<file path="src/rtl/bor_pkg.sv">
// ---------------------------------------------------------------------------
// bor_pkg
// shared constants and types of the box overlap ratios core
// ---------------------------------------------------------------------------
package bor_pkg;

   // default coordinate and fraction widths
   localparam int unsigned COORD_BITS_DEFAULT    = 13;
   localparam int unsigned FRACTION_BITS_DEFAULT = 16;

   // zero-divisor flags that travel with each word
   typedef struct packed {
      logic union_empty;
      logic first_empty;
   } flag_type;

endpackage

</file>
<file path="src/rtl/bor_geom.sv">
// ---------------------------------------------------------------------------
// bor_geom
// four-stage front end: spans, areas, area sum, union and zero flags
// ---------------------------------------------------------------------------
module bor_geom #(
   parameter int unsigned COORD_BITS = bor_pkg::COORD_BITS_DEFAULT
) (
   input  logic                    clock,
   input  logic                    reset,
   input  logic                    in_valid,
   output logic                    in_ready,
   input  logic [COORD_BITS-1:0]   first_left,
   input  logic [COORD_BITS-1:0]   first_top,
   input  logic [COORD_BITS-1:0]   first_right,
   input  logic [COORD_BITS-1:0]   first_bottom,
   input  logic [COORD_BITS-1:0]   second_left,
   input  logic [COORD_BITS-1:0]   second_top,
   input  logic [COORD_BITS-1:0]   second_right,
   input  logic [COORD_BITS-1:0]   second_bottom,
   output logic                    out_valid,
   input  logic                    out_ready,
   output logic [2*COORD_BITS-1:0] inter_area,
   output logic [2*COORD_BITS-1:0] first_area,
   output logic [2*COORD_BITS:0]   union_area,
   output bor_pkg::flag_type       flags
);
   import bor_pkg::*;

   localparam int unsigned AREA_BITS = 2 * COORD_BITS;
   localparam int unsigned SUM_BITS  = AREA_BITS + 1;
   localparam int unsigned STAGES    = 4;

   // clamped span: hi - lo, or zero when hi is not above lo
   function automatic logic [COORD_BITS-1:0] span(input logic [COORD_BITS-1:0] lo,
                                                  input logic [COORD_BITS-1:0] hi);
      logic [COORD_BITS:0] diff;
      diff = {1'b0, hi} - {1'b0, lo};
      return diff[COORD_BITS] ? '0 : diff[COORD_BITS-1:0];
   endfunction

   logic [STAGES:1] valid_ff, valid_in, stage_ready, prev_valid;

   // stage 1: widths and heights
   logic [COORD_BITS-1:0] w1_ff, h1_ff, w2_ff, h2_ff, iw_ff, ih_ff;
   logic [COORD_BITS-1:0] w1_in, h1_in, w2_in, h2_in, iw_in, ih_in;
   logic [COORD_BITS-1:0] il, it, ir, ib;

   // stage 2: products
   logic [AREA_BITS-1:0] a1_s2_ff, a2_s2_ff, in_s2_ff;
   logic [AREA_BITS-1:0] a1_s2_in, a2_s2_in, in_s2_in;

   // stage 3: area sum
   logic [SUM_BITS-1:0]  sum_s3_ff, sum_s3_in;
   logic [AREA_BITS-1:0] a1_s3_ff, in_s3_ff;
   logic                 fe_s3_ff, fe_s3_in;

   // stage 4: union
   logic [SUM_BITS-1:0]  uni_s4_ff, uni_s4_in;
   logic [AREA_BITS-1:0] a1_s4_ff, in_s4_ff;
   flag_type             flags_s4_ff, flags_s4_in;

   // ready ripples back from the output, a slot takes a word when empty or leaving
   always_comb begin
      stage_ready[STAGES] = !valid_ff[STAGES] || out_ready;
      for (int i = STAGES - 1; i >= 1; i--) begin
         stage_ready[i] = !valid_ff[i] || stage_ready[i+1];
      end
      prev_valid[1] = in_valid;
      for (int i = 2; i <= STAGES; i++) begin
         prev_valid[i] = valid_ff[i-1];
      end
      for (int i = 1; i <= STAGES; i++) begin
         valid_in[i] = stage_ready[i] ? prev_valid[i] : valid_ff[i];
      end
   end

   always_ff @(posedge clock) begin
      if (reset) begin
         valid_ff <= '0;
      end else begin
         valid_ff <= valid_in;
      end
   end

   // stage 1 logic: own spans and overlap rectangle
   always_comb begin
      il    = (first_left  > second_left)   ? first_left   : second_left;
      it    = (first_top   > second_top)    ? first_top    : second_top;
      ir    = (first_right < second_right)  ? first_right  : second_right;
      ib    = (first_bottom < second_bottom) ? first_bottom : second_bottom;
      w1_in = span(first_left, first_right);
      h1_in = span(first_top, first_bottom);
      w2_in = span(second_left, second_right);
      h2_in = span(second_top, second_bottom);
      iw_in = span(il, ir);
      ih_in = span(it, ib);
   end

   // stage 2 logic: three parallel multiplies
   always_comb begin
      a1_s2_in = w1_ff * h1_ff;
      a2_s2_in = w2_ff * h2_ff;
      in_s2_in = iw_ff * ih_ff;
   end

   // stage 3 logic: sum of both areas, first area zero check
   always_comb begin
      sum_s3_in = {1'b0, a1_s2_ff} + {1'b0, a2_s2_ff};
      fe_s3_in  = (a1_s2_ff == '0);
   end

   // stage 4 logic: union, never negative since overlap fits in each area
   always_comb begin
      uni_s4_in               = sum_s3_ff - {1'b0, in_s3_ff};
      flags_s4_in.union_empty = (sum_s3_ff == {1'b0, in_s3_ff});
      flags_s4_in.first_empty = fe_s3_ff;
   end

   // payload registers load only when a word moves in
   always_ff @(posedge clock) begin
      if (stage_ready[1] && prev_valid[1]) begin
         w1_ff <= w1_in;
         h1_ff <= h1_in;
         w2_ff <= w2_in;
         h2_ff <= h2_in;
         iw_ff <= iw_in;
         ih_ff <= ih_in;
      end
      if (stage_ready[2] && prev_valid[2]) begin
         a1_s2_ff <= a1_s2_in;
         a2_s2_ff <= a2_s2_in;
         in_s2_ff <= in_s2_in;
      end
      if (stage_ready[3] && prev_valid[3]) begin
         sum_s3_ff <= sum_s3_in;
         a1_s3_ff  <= a1_s2_ff;
         in_s3_ff  <= in_s2_ff;
         fe_s3_ff  <= fe_s3_in;
      end
      if (stage_ready[4] && prev_valid[4]) begin
         uni_s4_ff   <= uni_s4_in;
         a1_s4_ff    <= a1_s3_ff;
         in_s4_ff    <= in_s3_ff;
         flags_s4_ff <= flags_s4_in;
      end
   end

   assign in_ready   = stage_ready[1];
   assign out_valid  = valid_ff[STAGES];
   assign inter_area = in_s4_ff;
   assign first_area = a1_s4_ff;
   assign union_area = uni_s4_ff;
   assign flags      = flags_s4_ff;

endmodule

</file>
<file path="config.mk">
export PLATFORM = sky130hd
export DESIGN_NAME = bor_geom
export DESIGN_NICKNAME = d
export VERILOG_FILES = /design/src/rtl/bor_pkg.sv /design/src/rtl/bor_geom.sv
export SDC_FILE = /design/constraint.sdc
export NUM_CORES = 2
export LEC_CHECK = 0
export BUFFER_PORTS_ARGS = -buffer_cell sky130_fd_sc_hd__buf_2
export CAP_MARGIN = 20
export CORE_ASPECT_RATIO = 1.4
export CORE_MARGIN = 2
export CORE_UTILIZATION = 55
export CTS_BUF_LIST = sky130_fd_sc_hd__clkbuf_16
export DETAILED_ROUTE_END_ITERATION = 10
export MAX_ROUTING_LAYER = met4
export PLACE_DENSITY = 0.73
export SYNTH_ARGS = -nofsm -noshare
export SYNTH_HDL_FRONTEND = slang
export SYNTH_SLANG_ARGS = --single-unit
</file>
<file path="constraint.sdc">
create_clock -name clock -period 14.1 [get_ports clock]
set_input_delay 2.82 -clock clock [delete_from_list [all_inputs] [get_ports clock]]
set_output_delay 2.82 -clock clock [all_outputs]
set_load 0.1 [all_outputs]
</file>
Yosys cells after proc, flatten, opt, wreduce, memory -nomap -nowiden

Index checks and enable logic that the tools add are counted.

Register bits after elaboration: 321
Bits in latches: 0
Bits in writable memories: 0
ROM bits: 0
Bits of input ports: 108
Output and inout port bits: 83
Logic and storage cells: 55
Memories kept: 0

Add/sub/neg operators: 8
Multiply operators: 3
Divide/modulo/power cells: 0
Magnitude comparators: 4
Equality and inequality tests: 1
Shift operators: 0
Mux-type cells: 4
Bitwise logic cells: 0
Reduce and logical (&&, ||, !) cells: 13

Operator list:

| cell              | number |
|---|---|
| $sub 13x13->14    | 6 |
| $mul 13x13->26    | 3 |
| $mux 13           | 4 |
| $add 26x26->27    | 1 |
| $eq 27x26->1      | 1 |
| $sub 27x26->27    | 1 |
| $gt 13x13->1      | 2 |
| $logic_not 26->1  | 1 |
| $lt 13x13->1      | 2 |
| $logic_and 1x1->1 | 4 |
| $logic_not 1->1   | 4 |
| $logic_or 1x1->1  | 4 |

Depth between registers and ports, before layout

Depth after elaboration: 6
Gate-level depth with buffers: 21
Mapped depth without buffers: 21

Worst setup path before layout

OpenSTA, ideal clock, no wires.

Path type: in2reg
Start point: input port out_ready
End point: register a1_s3_ff[0] (enable)
Setup time: 0.641 ns
Arrival time: 8.711 ns
Required time: 13.459 ns
Setup slack: 4.748 ns
Stages: 2
Buffers on the path: 0
Cell sequence: nor2b_1 a21boi_0

Word-level cells in the longest chain between the ends: 3

RTL lines:

| element                | line            | source |
|---|---|---|
| start: declaration     | bor_geom.sv:21  | `input logic out_ready,` |
| $logic_or 1x1->1       | bor_geom.sv:64  | `stage_ready[STAGES] = !valid_ff[STAGES] \|\| out_ready;` |
| $logic_or 1x1->1       | bor_geom.sv:66  | `stage_ready[i] = !valid_ff[i] \|\| stage_ready[i+1];` |
| $logic_and 1x1->1      | bor_geom.sv:134 | `if (stage_ready[3] && prev_valid[3]) begin` |
| end signal: assignment | bor_geom.sv:136 | `a1_s3_ff <= a1_s2_ff;` |
| end: declaration       | bor_geom.sv:54  | `logic [AREA_BITS-1:0] a1_s3_ff, in_s3_ff;` |

No other way between the ends.
A chain may end at the register's enable or synchronous reset.

Worst setup path after layout

Start point: input port second_bottom[1]
End point: register ih_ff[4] (data pin)

Word-level cells in the longest chain between the ends: 3

RTL lines:

| element                | line            | source |
|---|---|---|
| start: declaration     | bor_geom.sv:19  | `input logic [COORD_BITS-1:0] second_bottom,` |
| $lt 13x13->1           | bor_geom.sv:90  | `ib = (first_bottom < second_bottom) ? first_bottom : second_bottom;` |
| $mux 13 (*)            | bor_geom.sv:90  |  |
| $sub 13x13->14 (*)     | bor_geom.sv:37  | `diff = {1'b0, hi} - {1'b0, lo};` |
| end signal: assignment | bor_geom.sv:127 | `ih_ff <= ih_in;` |
| end: declaration       | bor_geom.sv:44  | `logic [COORD_BITS-1:0] w1_ff, h1_ff, w2_ff, h2_ff, iw_ff, ih_ff;` |

Mark *: on every way between the ends. The rest lies on a longest branch, timed or not.

==> run summary <==
The run finished with clean final reports. After floorplanning, the core was divided into 108 placement rows. The data arrival time of the critical path came out at 7480 ps. The run gives 0 as the count of endpoints failing hold in the final timing report. The clock-pin transition on the worst setup and hold timing paths works out to 60 ps. Across all register-to-register paths, the minimum setup slack is 8050 ps. The number of clock sinks seen by CTS is 321. The signal on the critical path passes through buf_2 -> inv_1 -> ha_1 -> a21boi_0 -> o21ai_0 -> nand2b_1 -> a21oi_1 -> o2111ai_1 -> a31oi_1 -> buf_4 -> mux2i_1 -> ha_1 -> nor2b_1 -> o21a_1 -> o21ai_0 -> a21oi_1 -> a311oi_1 -> o21ai_0 -> a21oi_1 -> nor2_1.

Detailed placement finished with a half-perimeter wire length of 66700 um. For the number of H-tree branching levels, the log shows 1. In this run, synthesis inferred 317 flip-flops with an integrated enable. CTS placed an instance of clkbuf_16 at the clock tree root.

The run gives 0 as the total setup buffers inserted after CTS. For the worst max-slew margin expressed relative to the limit, the log shows 0.384. Wires add up to 80000 um. The classification of the worst setup path is input pin to register. The run gives 3 as the worst-case clock buffer depth.

In this run the standard cell core region covers 62200 um2. The final layout net count was 4522. Grouping stages by cell kind, the critical path spends the most delay in compound AO/OA/AOI/OAI gates. Across the run, the number of max-cap violations was 0.

Input and output buffers added on the ports amount to 190. Using the TritonRoute via totals, the vias-per-cell ratio works out to 5.44. The all-layer global routing usage is 0.262.

The run gives 31 as the number of clock buffers inserted by TritonCTS. Yosys mapped the design onto 70 distinct sky130hd cell types. Measured along the y axis, the die boundary spans 301 um. Timing would allow up to 0.139 GHz.

The critical path ends at ih_ff[4]$_SDFFCE_PN0P_. Once detail routing completed, the nets flagged for antenna violations numbered 0. For the setup total negative slack, the log shows 0 ps. The clock period minus worst slack was 7180 ps; the pin count of the biggest net entering global routing was 82.

The logs give 3519 for the gate count after technology mapping and 0 for the number of gates resized after cts. Clock latency on the worst-skew pair, taken at its later pin, is 590 ps. Number of DRC markers in iteration 0: 1253. The register area came out at 9600 um2. For the worst setup path, the data required time is 14400 ps. At the pin with the least slew margin, the transition time is 924 ps.

The worst register-to-register path ends at a1_s2_ff[25]$_DFFE_PP_. In this run the worst path has a maximum fanout of 13. Synthesis produced a netlist with a net count of 4391.

The share of flip-flops with an asynchronous set or reset was 0; the depth of the critical timing path with buffers and inverters included was 20. Among all stages on the critical path, the largest delay is contributed by a21oi_1. In the final routed layout, each cell accounts on average for 17.8 um. The startpoint identified for the worst register-to-register timing path is h1_ff[1]$_SDFFCE_PN0P_. The Yosys warning count is 0, and the area taken by multi-input logic gates is 22200 um2. The number of hold-repair buffers added at the cts stage came out at 0. Growth of design area from synthesis to finish: 7.78%. TritonCTS built the clock tree.

The global placement routability congestion is 1.00. Kind of end point of the critical path: a register. The fraction of final layout cells with drive strength greater than 1 is 0.0811, and the number of pins with negative max-slew slack in the final report is 0. Setup repair after global routing left no endpoint under its margin.

Between clock sinks in the finished design, the worst skew comes to 14.4 ps. The number of buffers and inverters on the critical path came out at 3. For the initial antenna violation count, the log shows 1. The leftover overflow at the end of global routing is 0. The die is 216 um wide. The library cell used most frequently in the layout, excluding fill and tap cells, is inv_1. The number of global-route vias before repair was 25700; the number of DRC violations after detailed routing was 0. The flip-flop and latch count after synthesis was 321; the longest individual stage delay on the worst path was 750 ps.

The synthesized netlist occupies a cell area of 34600 um2. The first-pass GRT wire length came out at 132000 um. The final critical-path share of the clock period is 0.509.

For this run, the detailed router's first-pass iteration total came to 5. The starting utilization of the core area is 0.557. Path class of the lowest-slack min-delay path: register to register.

The tools report the kind of launch point of the worst setup path as an input pin. The number of cells on the worst reg-to-reg path is 19. The logs give 65000 um2 for the floorplan die area and 191 for the I/O pin total. For this run, the leading register cell type out of synthesis is edfxtp_1.

Dividing the synthesized area by the synthesized cell count gives 9.84 um2. For this block, the via count after detailed routing is 24500. The setup-violating endpoint count in the final report was 0. The top cell types in the final layout, fill and taps aside, are inv_1 (676), ha_1 (393), fa_1 (371). Final-layout fill cell count: 5399. The start point of the critical path was second_bottom[1].

The tools report the sequential element share of the synthesized area as 0.277.
[worst min path at each step]
stage	slack (ps)	cells past startpoint	start	endpoint
after CTS	410	0	in_s2_ff[21]$_DFFE_PP_	in_s3_ff[21]$_DFFE_PP_
after floorplan	400	0	a1_s3_ff[0]$_DFFE_PP_	first_area[0]$_DFFE_PP_
final	410	0	in_s2_ff[21]$_DFFE_PP_	in_s3_ff[21]$_DFFE_PP_
after detailed placement	400	0	a1_s3_ff[15]$_DFFE_PP_	first_area[15]$_DFFE_PP_
after global routing	420	0	in_s2_ff[20]$_DFFE_PP_	in_s3_ff[20]$_DFFE_PP_
after global placement	400	0	a1_s3_ff[5]$_DFFE_PP_	first_area[5]$_DFFE_PP_
[area by class of cell]
class / count / area share
Multi-Input combinational cell: 2426 / 0.594
Timing Repair Buffer: 198 / 0.0271
Sequential cell: 321 / 0.257
Clock inverter: 27 / 0.00593
Clock buffer: 31 / 0.0208
Inverter: 672 / 0.0676
Tap cell: 825 / 0.0277
Antenna cell: 1 / 0.0000670
[metal layers]
| layer | track usage | vias to the layer above | part of all wire |
|---|---|---|---|
| met1 | 0.309 | 11900 | 0.40 |
| met4 | 0.114 | 0 | 0.047 |
| met3 | 0.0229 | 208 | 0.044 |
| li1 | - | 11700 | - |
| met2 | 0.458 | 698 | 0.51 |
| met5 | - | - | 0 |
[state kept, by name, summed over array words and instances (netlist names), 26 cells and up]
register,flops
first_area,26
in_s3_ff,26
a2_s2_ff,26
a1_s3_ff,26
in_s2_ff,26
a1_s2_ff,26
union_area,27
inter_area,26
sum_s3_ff,27
[synthesized netlist by cell type (5+ instances only)]
master    number  share of area
xor2_1        57          0.014
o21a_1        28         0.0061
mux2_2        24         0.0078
a311oi_1       6         0.0015
inv_1        672          0.073
mux2i_1       30         0.0087
xnor2_1       90          0.023
ha_1         393           0.14
edfxtp_1     317           0.27
a311o_1        5         0.0014
o21ai_0      102          0.015
a31o_2         6         0.0015
nor4_1        10         0.0018
nand2_1      347          0.038
nand3_1       26         0.0038
and3_1        15         0.0027
a21boi_0      15         0.0033
nor3_1        30         0.0043
or2_2          7         0.0013
nor2_1       171          0.019
and2_1       257          0.046
clkbuf_1      91         0.0099
nand4_1       18         0.0033
buf_2          9         0.0013
nor2b_1       38         0.0069
a211oi_1      18         0.0039
nand2b_1      27         0.0049
a221oi_1       6         0.0015
a21oi_1      142          0.021
a21o_1        67          0.015
o22ai_1        8         0.0014
a31oi_1       18         0.0033
or3_1          5        0.00090
fa_1         371           0.21
o211ai_1       6         0.0013
o31ai_1       11         0.0024
o21bai_1      15         0.0033
[metrics by stage]
| stage | util | hold slack (ps) | setup WS, ps | cells | cell area [um2] |
|---|---|---|---|---|---|
| 5_1_grt | 0.600 | 420 | 6370 | 4501 | 37300 |
| 3_5_place_dp | 0.584 | 405 | 6390 | 4442 | 36300 |
| 4_1_cts | 0.600 | 414 | 7010 | 4500 | 37300 |
| 6_report | 0.600 | 412 | 6920 | 4501 | 37300 |
| 2_1_floorplan | - | 400 | 4750 | 3519 | 34600 |
| 3_3_place_gp | 0.584 | 404 | 6500 | 4442 | 36300 |
[logic make-up after synthesis]
group | count (synthesis) | share of synthesized area
mux | 54 | 0.0165
flops | 321 | 0.277
xor+xnor | 147 | 0.0372
buf+inv | 772 | 0.0840
fa+ha+maj | 764 | 0.356
simple gates | 968 | 0.136
compound gates | 493 | 0.0922
Power is not shown: default switching activity piles up to over one toggle a cycle in this logic, so the estimate is an artifact.
