### config.mk
export PLATFORM = sky130hd
export DESIGN_NAME = bor_div_stage
export DESIGN_NICKNAME = d
export VERILOG_FILES = /design/src/rtl/bor_pkg.sv /design/src/rtl/bor_div_stage.sv
export SDC_FILE = /design/constraint.sdc
export NUM_CORES = 1
export LEC_CHECK = 0
export BUFFER_PORTS_ARGS = -buffer_cell sky130_fd_sc_hd__buf_2
export CORE_ASPECT_RATIO = 1.4
export CORE_MARGIN = 4
export CORE_UTILIZATION = 40
export CTS_BUF_LIST = sky130_fd_sc_hd__clkbuf_16
export CTS_CLUSTER_DIAMETER = 80
export DETAILED_ROUTE_END_ITERATION = 12
export PLACE_DENSITY = 0.68
export RECOVER_POWER = 100
export SYNTH_ARGS = -nofsm -noshare
export SYNTH_HDL_FRONTEND = slang
export SYNTH_SLANG_ARGS = --single-unit
### constraint.sdc
create_clock -name clock -period 10.35 [get_ports clock]
set_input_delay 0.5175 -clock clock [delete_from_list [all_inputs] [get_ports clock]]
set_output_delay 0.5175 -clock clock [all_outputs]
set_load 0.005 [all_outputs]
### src/rtl/bor_pkg.sv
// ---------------------------------------------------------------------------
// bor_pkg
// shared constants and types of the box overlap ratios core
// ---------------------------------------------------------------------------
package bor_pkg;

   // default coordinate and fraction widths
   localparam int unsigned COORD_BITS_DEFAULT    = 13;
   localparam int unsigned FRACTION_BITS_DEFAULT = 16;

   // zero-divisor flags that travel with each word
   typedef struct packed {
      logic union_empty;
      logic first_empty;
   } flag_type;

endpackage

### src/rtl/bor_div_stage.sv
// ---------------------------------------------------------------------------
// bor_div_stage
// one restoring division step for both ratios, with its pipeline register
// ---------------------------------------------------------------------------
module bor_div_stage #(
   parameter int unsigned AREA_BITS = 2 * bor_pkg::COORD_BITS_DEFAULT,
   parameter int unsigned QUO_BITS  = bor_pkg::FRACTION_BITS_DEFAULT + 1
) (
   input  logic                   clock,
   input  logic                   reset,
   input  logic                   in_valid,
   output logic                   in_ready,
   input  logic [AREA_BITS-1:0]   in_area,
   input  logic [AREA_BITS:0]     in_den_u,
   input  logic [AREA_BITS+1:0]   in_rem_u,
   input  logic [QUO_BITS-1:0]    in_quo_u,
   input  logic [AREA_BITS:0]     in_den_f,
   input  logic [AREA_BITS+1:0]   in_rem_f,
   input  logic [QUO_BITS-1:0]    in_quo_f,
   input  bor_pkg::flag_type      in_flags,
   output logic                   out_valid,
   input  logic                   out_ready,
   output logic [AREA_BITS-1:0]   out_area,
   output logic [AREA_BITS:0]     out_den_u,
   output logic [AREA_BITS+1:0]   out_rem_u,
   output logic [QUO_BITS-1:0]    out_quo_u,
   output logic [AREA_BITS:0]     out_den_f,
   output logic [AREA_BITS+1:0]   out_rem_f,
   output logic [QUO_BITS-1:0]    out_quo_f,
   output bor_pkg::flag_type      out_flags
);
   import bor_pkg::*;

   localparam int unsigned DEN_BITS = AREA_BITS + 1;
   localparam int unsigned REM_BITS = DEN_BITS + 1;

   // compare-subtract, then shift the partial remainder for the next bit
   function automatic logic [REM_BITS+QUO_BITS-1:0] div_bit(
      input logic [REM_BITS-1:0] rem,
      input logic [DEN_BITS-1:0] den,
      input logic [QUO_BITS-1:0] quo
   );
      logic [REM_BITS:0]   diff;
      logic                take;
      logic [REM_BITS-1:0] kept;
      diff = {1'b0, rem} - {2'b00, den};
      take = !diff[REM_BITS];
      kept = take ? diff[REM_BITS-1:0] : rem;
      return {kept[REM_BITS-2:0], 1'b0, quo[QUO_BITS-2:0], take};
   endfunction

   logic                  valid_ff, valid_in;
   logic [AREA_BITS-1:0]  area_ff;
   logic [DEN_BITS-1:0]   den_u_ff, den_f_ff;
   logic [REM_BITS-1:0]   rem_u_ff, rem_f_ff, rem_u_in, rem_f_in;
   logic [QUO_BITS-1:0]   quo_u_ff, quo_f_ff, quo_u_in, quo_f_in;
   flag_type              flags_ff;

   // slot is free when empty or when its word leaves this cycle
   assign in_ready = !valid_ff || out_ready;
   assign valid_in = in_ready ? in_valid : valid_ff;

   always_comb begin
      {rem_u_in, quo_u_in} = div_bit(in_rem_u, in_den_u, in_quo_u);
      {rem_f_in, quo_f_in} = div_bit(in_rem_f, in_den_f, in_quo_f);
   end

   always_ff @(posedge clock) begin
      if (reset) begin
         valid_ff <= 1'b0;
      end else begin
         valid_ff <= valid_in;
      end
   end

   always_ff @(posedge clock) begin
      if (in_valid && in_ready) begin
         area_ff  <= in_area;
         den_u_ff <= in_den_u;
         rem_u_ff <= rem_u_in;
         quo_u_ff <= quo_u_in;
         den_f_ff <= in_den_f;
         rem_f_ff <= rem_f_in;
         quo_f_ff <= quo_f_in;
         flags_ff <= in_flags;
      end
   end

   assign out_valid = valid_ff;
   assign out_area  = area_ff;
   assign out_den_u = den_u_ff;
   assign out_rem_u = rem_u_ff;
   assign out_quo_u = quo_u_ff;
   assign out_den_f = den_f_ff;
   assign out_rem_f = rem_f_ff;
   assign out_quo_f = quo_f_ff;
   assign out_flags = flags_ff;

endmodule

# Word level (Yosys, flattened, before mapping)
# Index checks and enable logic that the tools add are counted.
dict set report op_classes {
  n_addsub 2
  mux 2
  n_reduce_logical 5
}
# op count
set ops {}
lappend ops {{28-bit by 27-bit subtractor with 29-bit output} 2}
lappend ops {{27-bit two-way mux} 2}
lappend ops {{1-bit logical NOT} 3}
lappend ops {{1-bit logical AND} 1}
lappend ops {{1-bit logical OR} 1}
dict set report totals {
  ff_bits 171
  word_cells 19
  out_inout_bits 174
  inputBits 176
}

# Logic depth before layout (Yosys ltp)
# Gate-level depths: netlist of the first run.
dict set report logic_depth {
  depth_word 3
  depth_mapped 14
  depth_no_buf 12
}

# Worst setup path before layout of the first run
# OpenSTA, ideal clock, no wires.
dict set report synth_timing {
  kind {input -> register}
  start {input port out_ready}
  end {register area_ff[0] (netlist: out_area[0]) (enable)}
  path_buffers 0
  path_stages 2
  path_slack_ns 5.228
  required_ns 9.799
  arrival_ns 4.571
  setup_ns 0.551
  path_cell_list {nand2b_1 -> and2_1}
}
dict set report synth_via {
  elab_chain_len 2
}
# item line
set synth_rtl {}
lappend synth_rtl {{from (decl)} bor_div_stage.sv:22} ;# input logic out_ready,
lappend synth_rtl {{1-bit logical OR} bor_div_stage.sv:60} ;# assign in_ready = !valid_ff || out_ready;
lappend synth_rtl {{1-bit logical AND} bor_div_stage.sv:77} ;# if (in_valid && in_ready) begin
lappend synth_rtl {{to (signal assigned)} bor_div_stage.sv:78} ;# area_ff <= in_area;
lappend synth_rtl {{to (decl)} bor_div_stage.sv:53} ;# logic [AREA_BITS-1:0] area_ff;
# No other way between the ends.
# A chain may end at the register's enable or synchronous reset.

# Worst setup path after layout of the first run
dict set report layout_timing {
  start {input port in_den_u[5]}
  end {register rem_u_ff[14] (netlist: out_rem_u[14]) (data pin)}
}
dict set report layout_via {
  elab_chain_len 2
}
# item line
set layout_rtl {}
lappend layout_rtl {{from (decl)} bor_div_stage.sv:14} ;# input logic [AREA_BITS:0] in_den_u,
lappend layout_rtl {{28-bit by 27-bit subtractor with 29-bit output} bor_div_stage.sv:46} ;# diff = {1'b0, rem} - {2'b00, den};
lappend layout_rtl {{27-bit two-way mux} bor_div_stage.sv:48} ;# kept = take ? diff[REM_BITS-1:0] : rem;
lappend layout_rtl {{named net rem_u_in[14]} bor_div_stage.sv:55} ;# logic [REM_BITS-1:0] rem_u_ff, rem_f_ff, rem_u_in, rem_f_in;
lappend layout_rtl {{to (signal assigned)} bor_div_stage.sv:80} ;# rem_u_ff <= rem_u_in;
lappend layout_rtl {{to (decl)} bor_div_stage.sv:55}
# The timed path passes the listed nets, and every way through them passes these cells.

==> results of run 1 <==
==> layout make-up <==
class	count	area, um^2	area share
clock inverter	15	101	0.00930
sequential	171	5120	0.471
timing repair buffer	349	1540	0.141
multi-input combinational	466	3100	0.285
antenna	3	7.51	0.000689
clock buffer	17	425	0.0391
inverter	70	263	0.0241
tap	260	325	0.0299
==> cells by family (layout without fill, tap and decap cells) <==
logic type,count (synthesis),in the layout,share of synthesized area
adders and majority gates,56,56,0.0829
xor gates and xnor gates,41,41,0.0416
other,1,5,0.000434
muxes,9,9,0.0113
and+or+nand+nor,172,172,0.0923
DFF,171,171,0.593
AOI/OAI and AO/OA,186,186,0.136
buffers and inverters,88,451,0.0419
==> per-stage QoR <==
| step | total power, W | setup WS, ns | utilization |
|---|---|---|---|
| floorplan | 0.00108 | 5.23 | - |
| detailed placement | 0.00121 | 5.93 | 0.502 |
| global placement | 0.00121 | 5.92 | 0.502 |
| CTS | 0.00180 | 6.38 | 0.527 |
| global route | 0.00186 | 3.23 | 0.514 |
| finish | 0.00176 | 3.90 | 0.514 |
==> state kept, by name (all words and copies together), names as in the netlist <==
register   flops
out_flags      2
out_rem_f     27
out_quo_f     17
out_rem_u     27
out_den_f     27
out_valid      1
out_quo_u     17
out_den_u     27
out_area      26
==> cell usage after synthesis, types with 3 or more instances <==
cell | instances | share of area
xor2_1 | 21 | 0.021
a21o_1 | 20 | 0.017
mux2_1 | 3 | 0.0039
o31ai_1 | 5 | 0.0043
and2_1 | 3 | 0.0022
xnor2_1 | 20 | 0.020
a31oi_1 | 6 | 0.0043
nor2b_1 | 9 | 0.0065
o21ai_2 | 9 | 0.0091
nand3_1 | 11 | 0.0064
mux2_2 | 3 | 0.0039
o31a_1 | 5 | 0.0051
mux2i_1 | 3 | 0.0035
ha_1 | 54 | 0.078
nand2_1 | 73 | 0.032
o21a_1 | 5 | 0.0043
nand4_1 | 4 | 0.0029
o21bai_1 | 4 | 0.0035
inv_1 | 69 | 0.030
or3_1 | 7 | 0.0051
nand2b_1 | 9 | 0.0065
o211ai_1 | 3 | 0.0026
buf_4 | 3 | 0.0026
nor2_1 | 31 | 0.013
edfxtp_1 | 170 | 0.59
and3_1 | 10 | 0.0072
buf_2 | 3 | 0.0017
a21oi_1 | 49 | 0.028
clkbuf_1 | 9 | 0.0039
a211oi_1 | 4 | 0.0035
o21ai_0 | 61 | 0.035
nor3_1 | 10 | 0.0058
==> worst paths after layout <==
check                              start                 endpoint  slack, ns  cells after the start
hold reg to reg   out_valid$_SDFFE_PP0N_   out_valid$_SDFFE_PP0N_       0.52                      2
hold / removal                     reset   out_valid$_SDFFE_PP0N_       0.24                      2
setup / recovery             in_den_u[5]  out_rem_u[14]$_DFFE_PP_       3.90                     12
setup reg to reg  out_valid$_SDFFE_PP0N_  out_rem_u[25]$_DFFE_PP_       4.54                      3
==> worst max-delay path: cells and delay by family <==
kind            cells  cell delay (ns)
fa+ha+maj           1             0.36
compound gates      6             4.23
mux                 1             0.37
buf+inv             3             0.81
simple gates        1             0.32
==> power breakdown <==
part | leakage, nW | internal, W | switching [W] | total, W
Sequential | 1.66 | 0.000840 | 0.0000141 | 0.000854
Combinational | 2.67 | 0.000137 | 0.000191 | 0.000327
Clock | 0.266 | 0.000307 | 0.000272 | 0.000579
==> metal layers <==
metal / up-vias / wire length (um) / part of all wire
li1: 3345 / - / -
met1: 3083 / 8380 / 0.37
met2: 269 / 11800 / 0.52
met3: 34 / 2030 / 0.089
met4: 6 / 460 / 0.020
met5: - / 36 / 0.0016
==> impl_metrics.yaml, run 1 <==
clocking:
  postCtsHoldBufs: 0
  clk_pin_slew_ns: 0.06
  h-tree-depth: 4
  cts_post_setup_buffers_inserted: 0
  cts_root_buf: "clkbuf_16"
  clock_latency_ns: 0.43
  cts-resized-gates: 0
  cts.path.max_buffers: 2
  clkSinkCount: 171
  cts_buffers: 17
  tritoncts: "yes"
placement:
  placed_area_um2: 10600
  dp_hpwl_um: 18000
  place.gp.congestion: 0.865
  port_buffers: 345
  dpl.cell_count: 1316
die:
  rows: 63
  start_util: 0.407
  num_io_pins: 350
  dieArea_um2: 24000
  die_w_um: 132
  fp.coreArea_um2: 21200
  die_y_um: 182
timing:
  max_freq_ghz: 0.155
  worst_slew_pin_slew_ns: 3.86
  min_period_ns: 6.45
  report.final.slew_viol_count: 240
  fin_tns_setup_ns: 0
  fin_hold_ws_ns: 0.242
  rsz0062_at_grt: "false"
  relSlewSlack: -1.57
  hold_viol: 0
  clock_skew_ns: 0.00765
  finalSetupViolations: 0
  layout_worst_path_cycle_share: 0.623
power:
  p_leak_nw: 4.59
  power_density_nw_per_um2: 162
  vdd_drop_max_v: 0.000110
grt:
  grt_max_degree: 75
  track_usage: 0.186
  antenna_found_initial: 7
  grt_util_met3: 0.0726
  top_usage_layer: "met2"
  grt-ovfl-total: 0
  gr-usage-met1: 0.198
  grt_pass1_vias: 6729
  use_met2: 0.338
  grt_pass1_wl_um: 35100
final_layout:
  drive_gt1_frac: 0.197
  design_area_um2: 10900
  layout.cells.most_common: "buf_2"
  layout_common_cells: "buf_2, edfxtp_1, clkbuf_1, inv_1, nand2_1"
  final_cells: 1351
  area_growth_pct: 26.1
  layout.nets: 1307
  fill_cells: 1982
setup_path:
  critPathRequiredTime_ns: 10.52
  slowest_stage: "a2111oi_0"
  arrival_ns: 6.63
  crit_path_end_kind: "flip-flop"
  worstPathCellList: "clkbuf_1 > inv_1 > ha_1 > a21o_1 > or3_1 > o2111ai_1 > a32oi_1 > a31oi_1 > o21ai_0 > a2111oi_0 > buf_4 > mux2_1"
  critPathMaxStageDelay_ns: 2.94
  critPathMaxFanout: 34
  worstSetupStartpointType: "input port"
  critPathKind: "in -> reg"
yosys:
  synth_cell_type_count: 54
  synth-async-reset-ratio: 0
  syn-cell-area_um2: 8640
  synth-seq-cells: 171
  ys_seq_area_frac: 0.593
  synth-edff-count: 170
  yosysWarnings: 0
  synth_cells: 724
  synth_flop_cell: "edfxtp_1"
  synth_area_per_cell_um2: 11.9
drt:
  dr_total_vias: 6737
  ant_nets: 0
  wl_per_cell_um: 16.8
  vias_per_cell: 4.99
  routed_wl_um: 22700
  drc: 0
  drtIter0Drc: 300
  firstDrtPassIters: 5
status:
  outcome: "finished with violations"
  violations: "max-capacitance violations, max-slew violations"
hold_path:
  hp-class: "in -> reg"
run:
  max_cap_viol_count: 5
(Power assumes the default switching activity.)
==> run 2: changes to the inputs <==
clock period = 6 ns   (was 10.35 ns; I/O delays follow)
==> run 2 against run 1 <==
The flow still finishes with violations (max-capacitance violations, max-slew violations). Clock power rose by 85%. Via count rose by 1.1%. Worst setup slack got worse by 2.1 ns. Critical path depth did not move. Non-clock buffer count rose by 1. Die area did not move. Clock skew fell by 0.0025 ns. Worst hold slack got worse by 0.21 ns. Critical path type unchanged.
==> impl_metrics.yaml, run 2 (synthesized netlist as in run 1, its figures left out) <==
timing:
  clock_skew_ns: 0.00513
  finalSetupViolations: 0
  hold_viol: 0
  report.final.slew_viol_count: 151
  relSlewSlack: -0.273
  max_freq_ghz: 0.238
  rsz0062_at_grt: "false"
  setup_ws_ns: 1.79
  layout_worst_path_cycle_share: 0.701
  fin_tns_setup_ns: 0
  worst_slew_pin_slew_ns: 1.91
  fin_hold_ws_ns: 0.0368
  min_period_ns: 4.21
die:
  num_io_pins: 350
  die_y_um: 182
  fp.coreArea_um2: 21200
  start_util: 0.407
  rows: 63
  die_w_um: 132
  dieArea_um2: 24000
final_layout:
  fill_cells: 1957
  layout_common_cells: "buf_2, edfxtp_1, clkbuf_1, nand2_1"
  design_area_um2: 11000
  drive_gt1_frac: 0.206
  final_cells: 1351
  layout.cells.most_common: "buf_2"
  area_growth_pct: 26.9
  layout.nets: 1308
setup_path:
  critPathMaxStageDelay_ns: 0.95
  worstPathCellList: "clkbuf_1 > inv_1 > ha_1 > a21o_1 > or3_1 > o2111ai_1 > a32oi_1 > a31oi_1 > o21ai_0 > a2111oi_4 > clkbuf_1 > mux2_1"
  critPathLaunch: "in_den_u[5]"
  critPathMaxFanout: 34
  r2r-start: "out_valid$_SDFFE_PP0N_"
  critPathRequiredTime_ns: 6.18
  crit_family: "compound AO/OA/AOI/OAI gates"
  worstSetupStartpointType: "input port"
  crit_path_end_kind: "flip-flop"
  cp_num_buf_inv: 3
  crit_top_cell: "clkbuf_1"
  slowest_stage: "clkbuf_1"
  arrival_ns: 4.38
  critPathKind: "in -> reg"
status:
  violations: "max-capacitance violations, max-slew violations"
  outcome: "finished with violations"
grt:
  track_usage: 0.190
  grt_max_degree: 76
  grt_pass1_vias: 6987
  grt-ovfl-total: 0
  antenna_found_initial: 5
  grt_pass1_wl_um: 36100
drt:
  dr_total_vias: 6813
  drtIter0Drc: 324
  routed_wl_um: 23000
  wl_per_cell_um: 17.0
  firstDrtPassIters: 5
  vias_per_cell: 5.04
  ant_nets: 0
  drc: 0
placement:
  preCtsSetupSlack_ns: 2.06
  dp_hpwl_um: 18200
  port_buffers: 345
  dpl.cell_count: 1317
  placed_area_um2: 10600
  place.gp.congestion: 0.835
power:
  power_density_nw_per_um2: 284
  vdd_drop_max_v: 0.000174
  p_leak_nw: 4.63
clocking:
  postCtsHoldBufs: 0
  cts-resized-gates: 0
  clkSinkCount: 171
  tritoncts: "yes"
  clk_pin_slew_ns: 0.07
  cts_buffers: 17
  cts_root_buf: "clkbuf_16"
  cts.path.max_buffers: 2
  h-tree-depth: 4
  clock_latency_ns: 0.43
  cts_post_setup_buffers_inserted: 0
hold_path:
  min_from: "in_area[2]"
  hp-class: "in -> reg"
run:
  max_cap_viol_count: 2
==> run 2: report_power, final <==
| part | switching, W | total (W) | leakage (nW) | internal (W) |
|---|---|---|---|---|
| clock network | 0.000488 | 0.00107 | 0.285 | 0.000581 |
| logic | 0.000334 | 0.000571 | 2.69 | 0.000237 |
| registers | 0.0000253 | 0.00147 | 1.66 | 0.00145 |
==> run 2: layout make-up <==
class / count / area [um^2] / share of cell area
diodes: 2 / 5.00 / 0.000457
well taps: 260 / 325 / 0.0297
clock inverters: 15 / 141 / 0.0129
inverters: 70 / 263 / 0.0240
clock buffers: 17 / 425 / 0.0388
multi-input cells: 466 / 3120 / 0.285
repair buffers: 350 / 1550 / 0.142
flip-flops and latches: 171 / 5120 / 0.468
==> run 2: metrics by stage <==
stage	total power, W	util
final	0.00311	0.517
after CTS	0.00318	0.529
after detailed placement	0.00210	0.502
after global routing	0.00327	0.517
after global placement	0.00209	0.502
after floorplan	0.00186	-
==> run 2: metal layers <==
layer	track usage	wire [um]	up-vias
met1	0.206	8490	3106
met3	0.0690	2010	55
met2	0.338	11700	295
met5	0	39	-
li1	-	-	3351
met4	0.0761	681	6
==> run 2: path summary, 6_finish.rpt <==
path / endpoint / slack [ns] / cells past startpoint
max: out_rem_u[14]$_DFFE_PP_ / 1.79 / 12
min: out_area[2]$_DFFE_PP_ / 0.04 / 1
max reg2reg: out_quo_f[0]$_DFFE_PP_ / 2.46 / 3
min reg2reg: out_valid$_SDFFE_PP0N_ / 0.56 / 2
==> run 2: worst register-to-register path, cell delays in order, from the launching register on <==
cell and delay, ns:
dfxtp_1 0.32, nand2b_1 0.11, and2_0 1.08, clkbuf_2 1.51
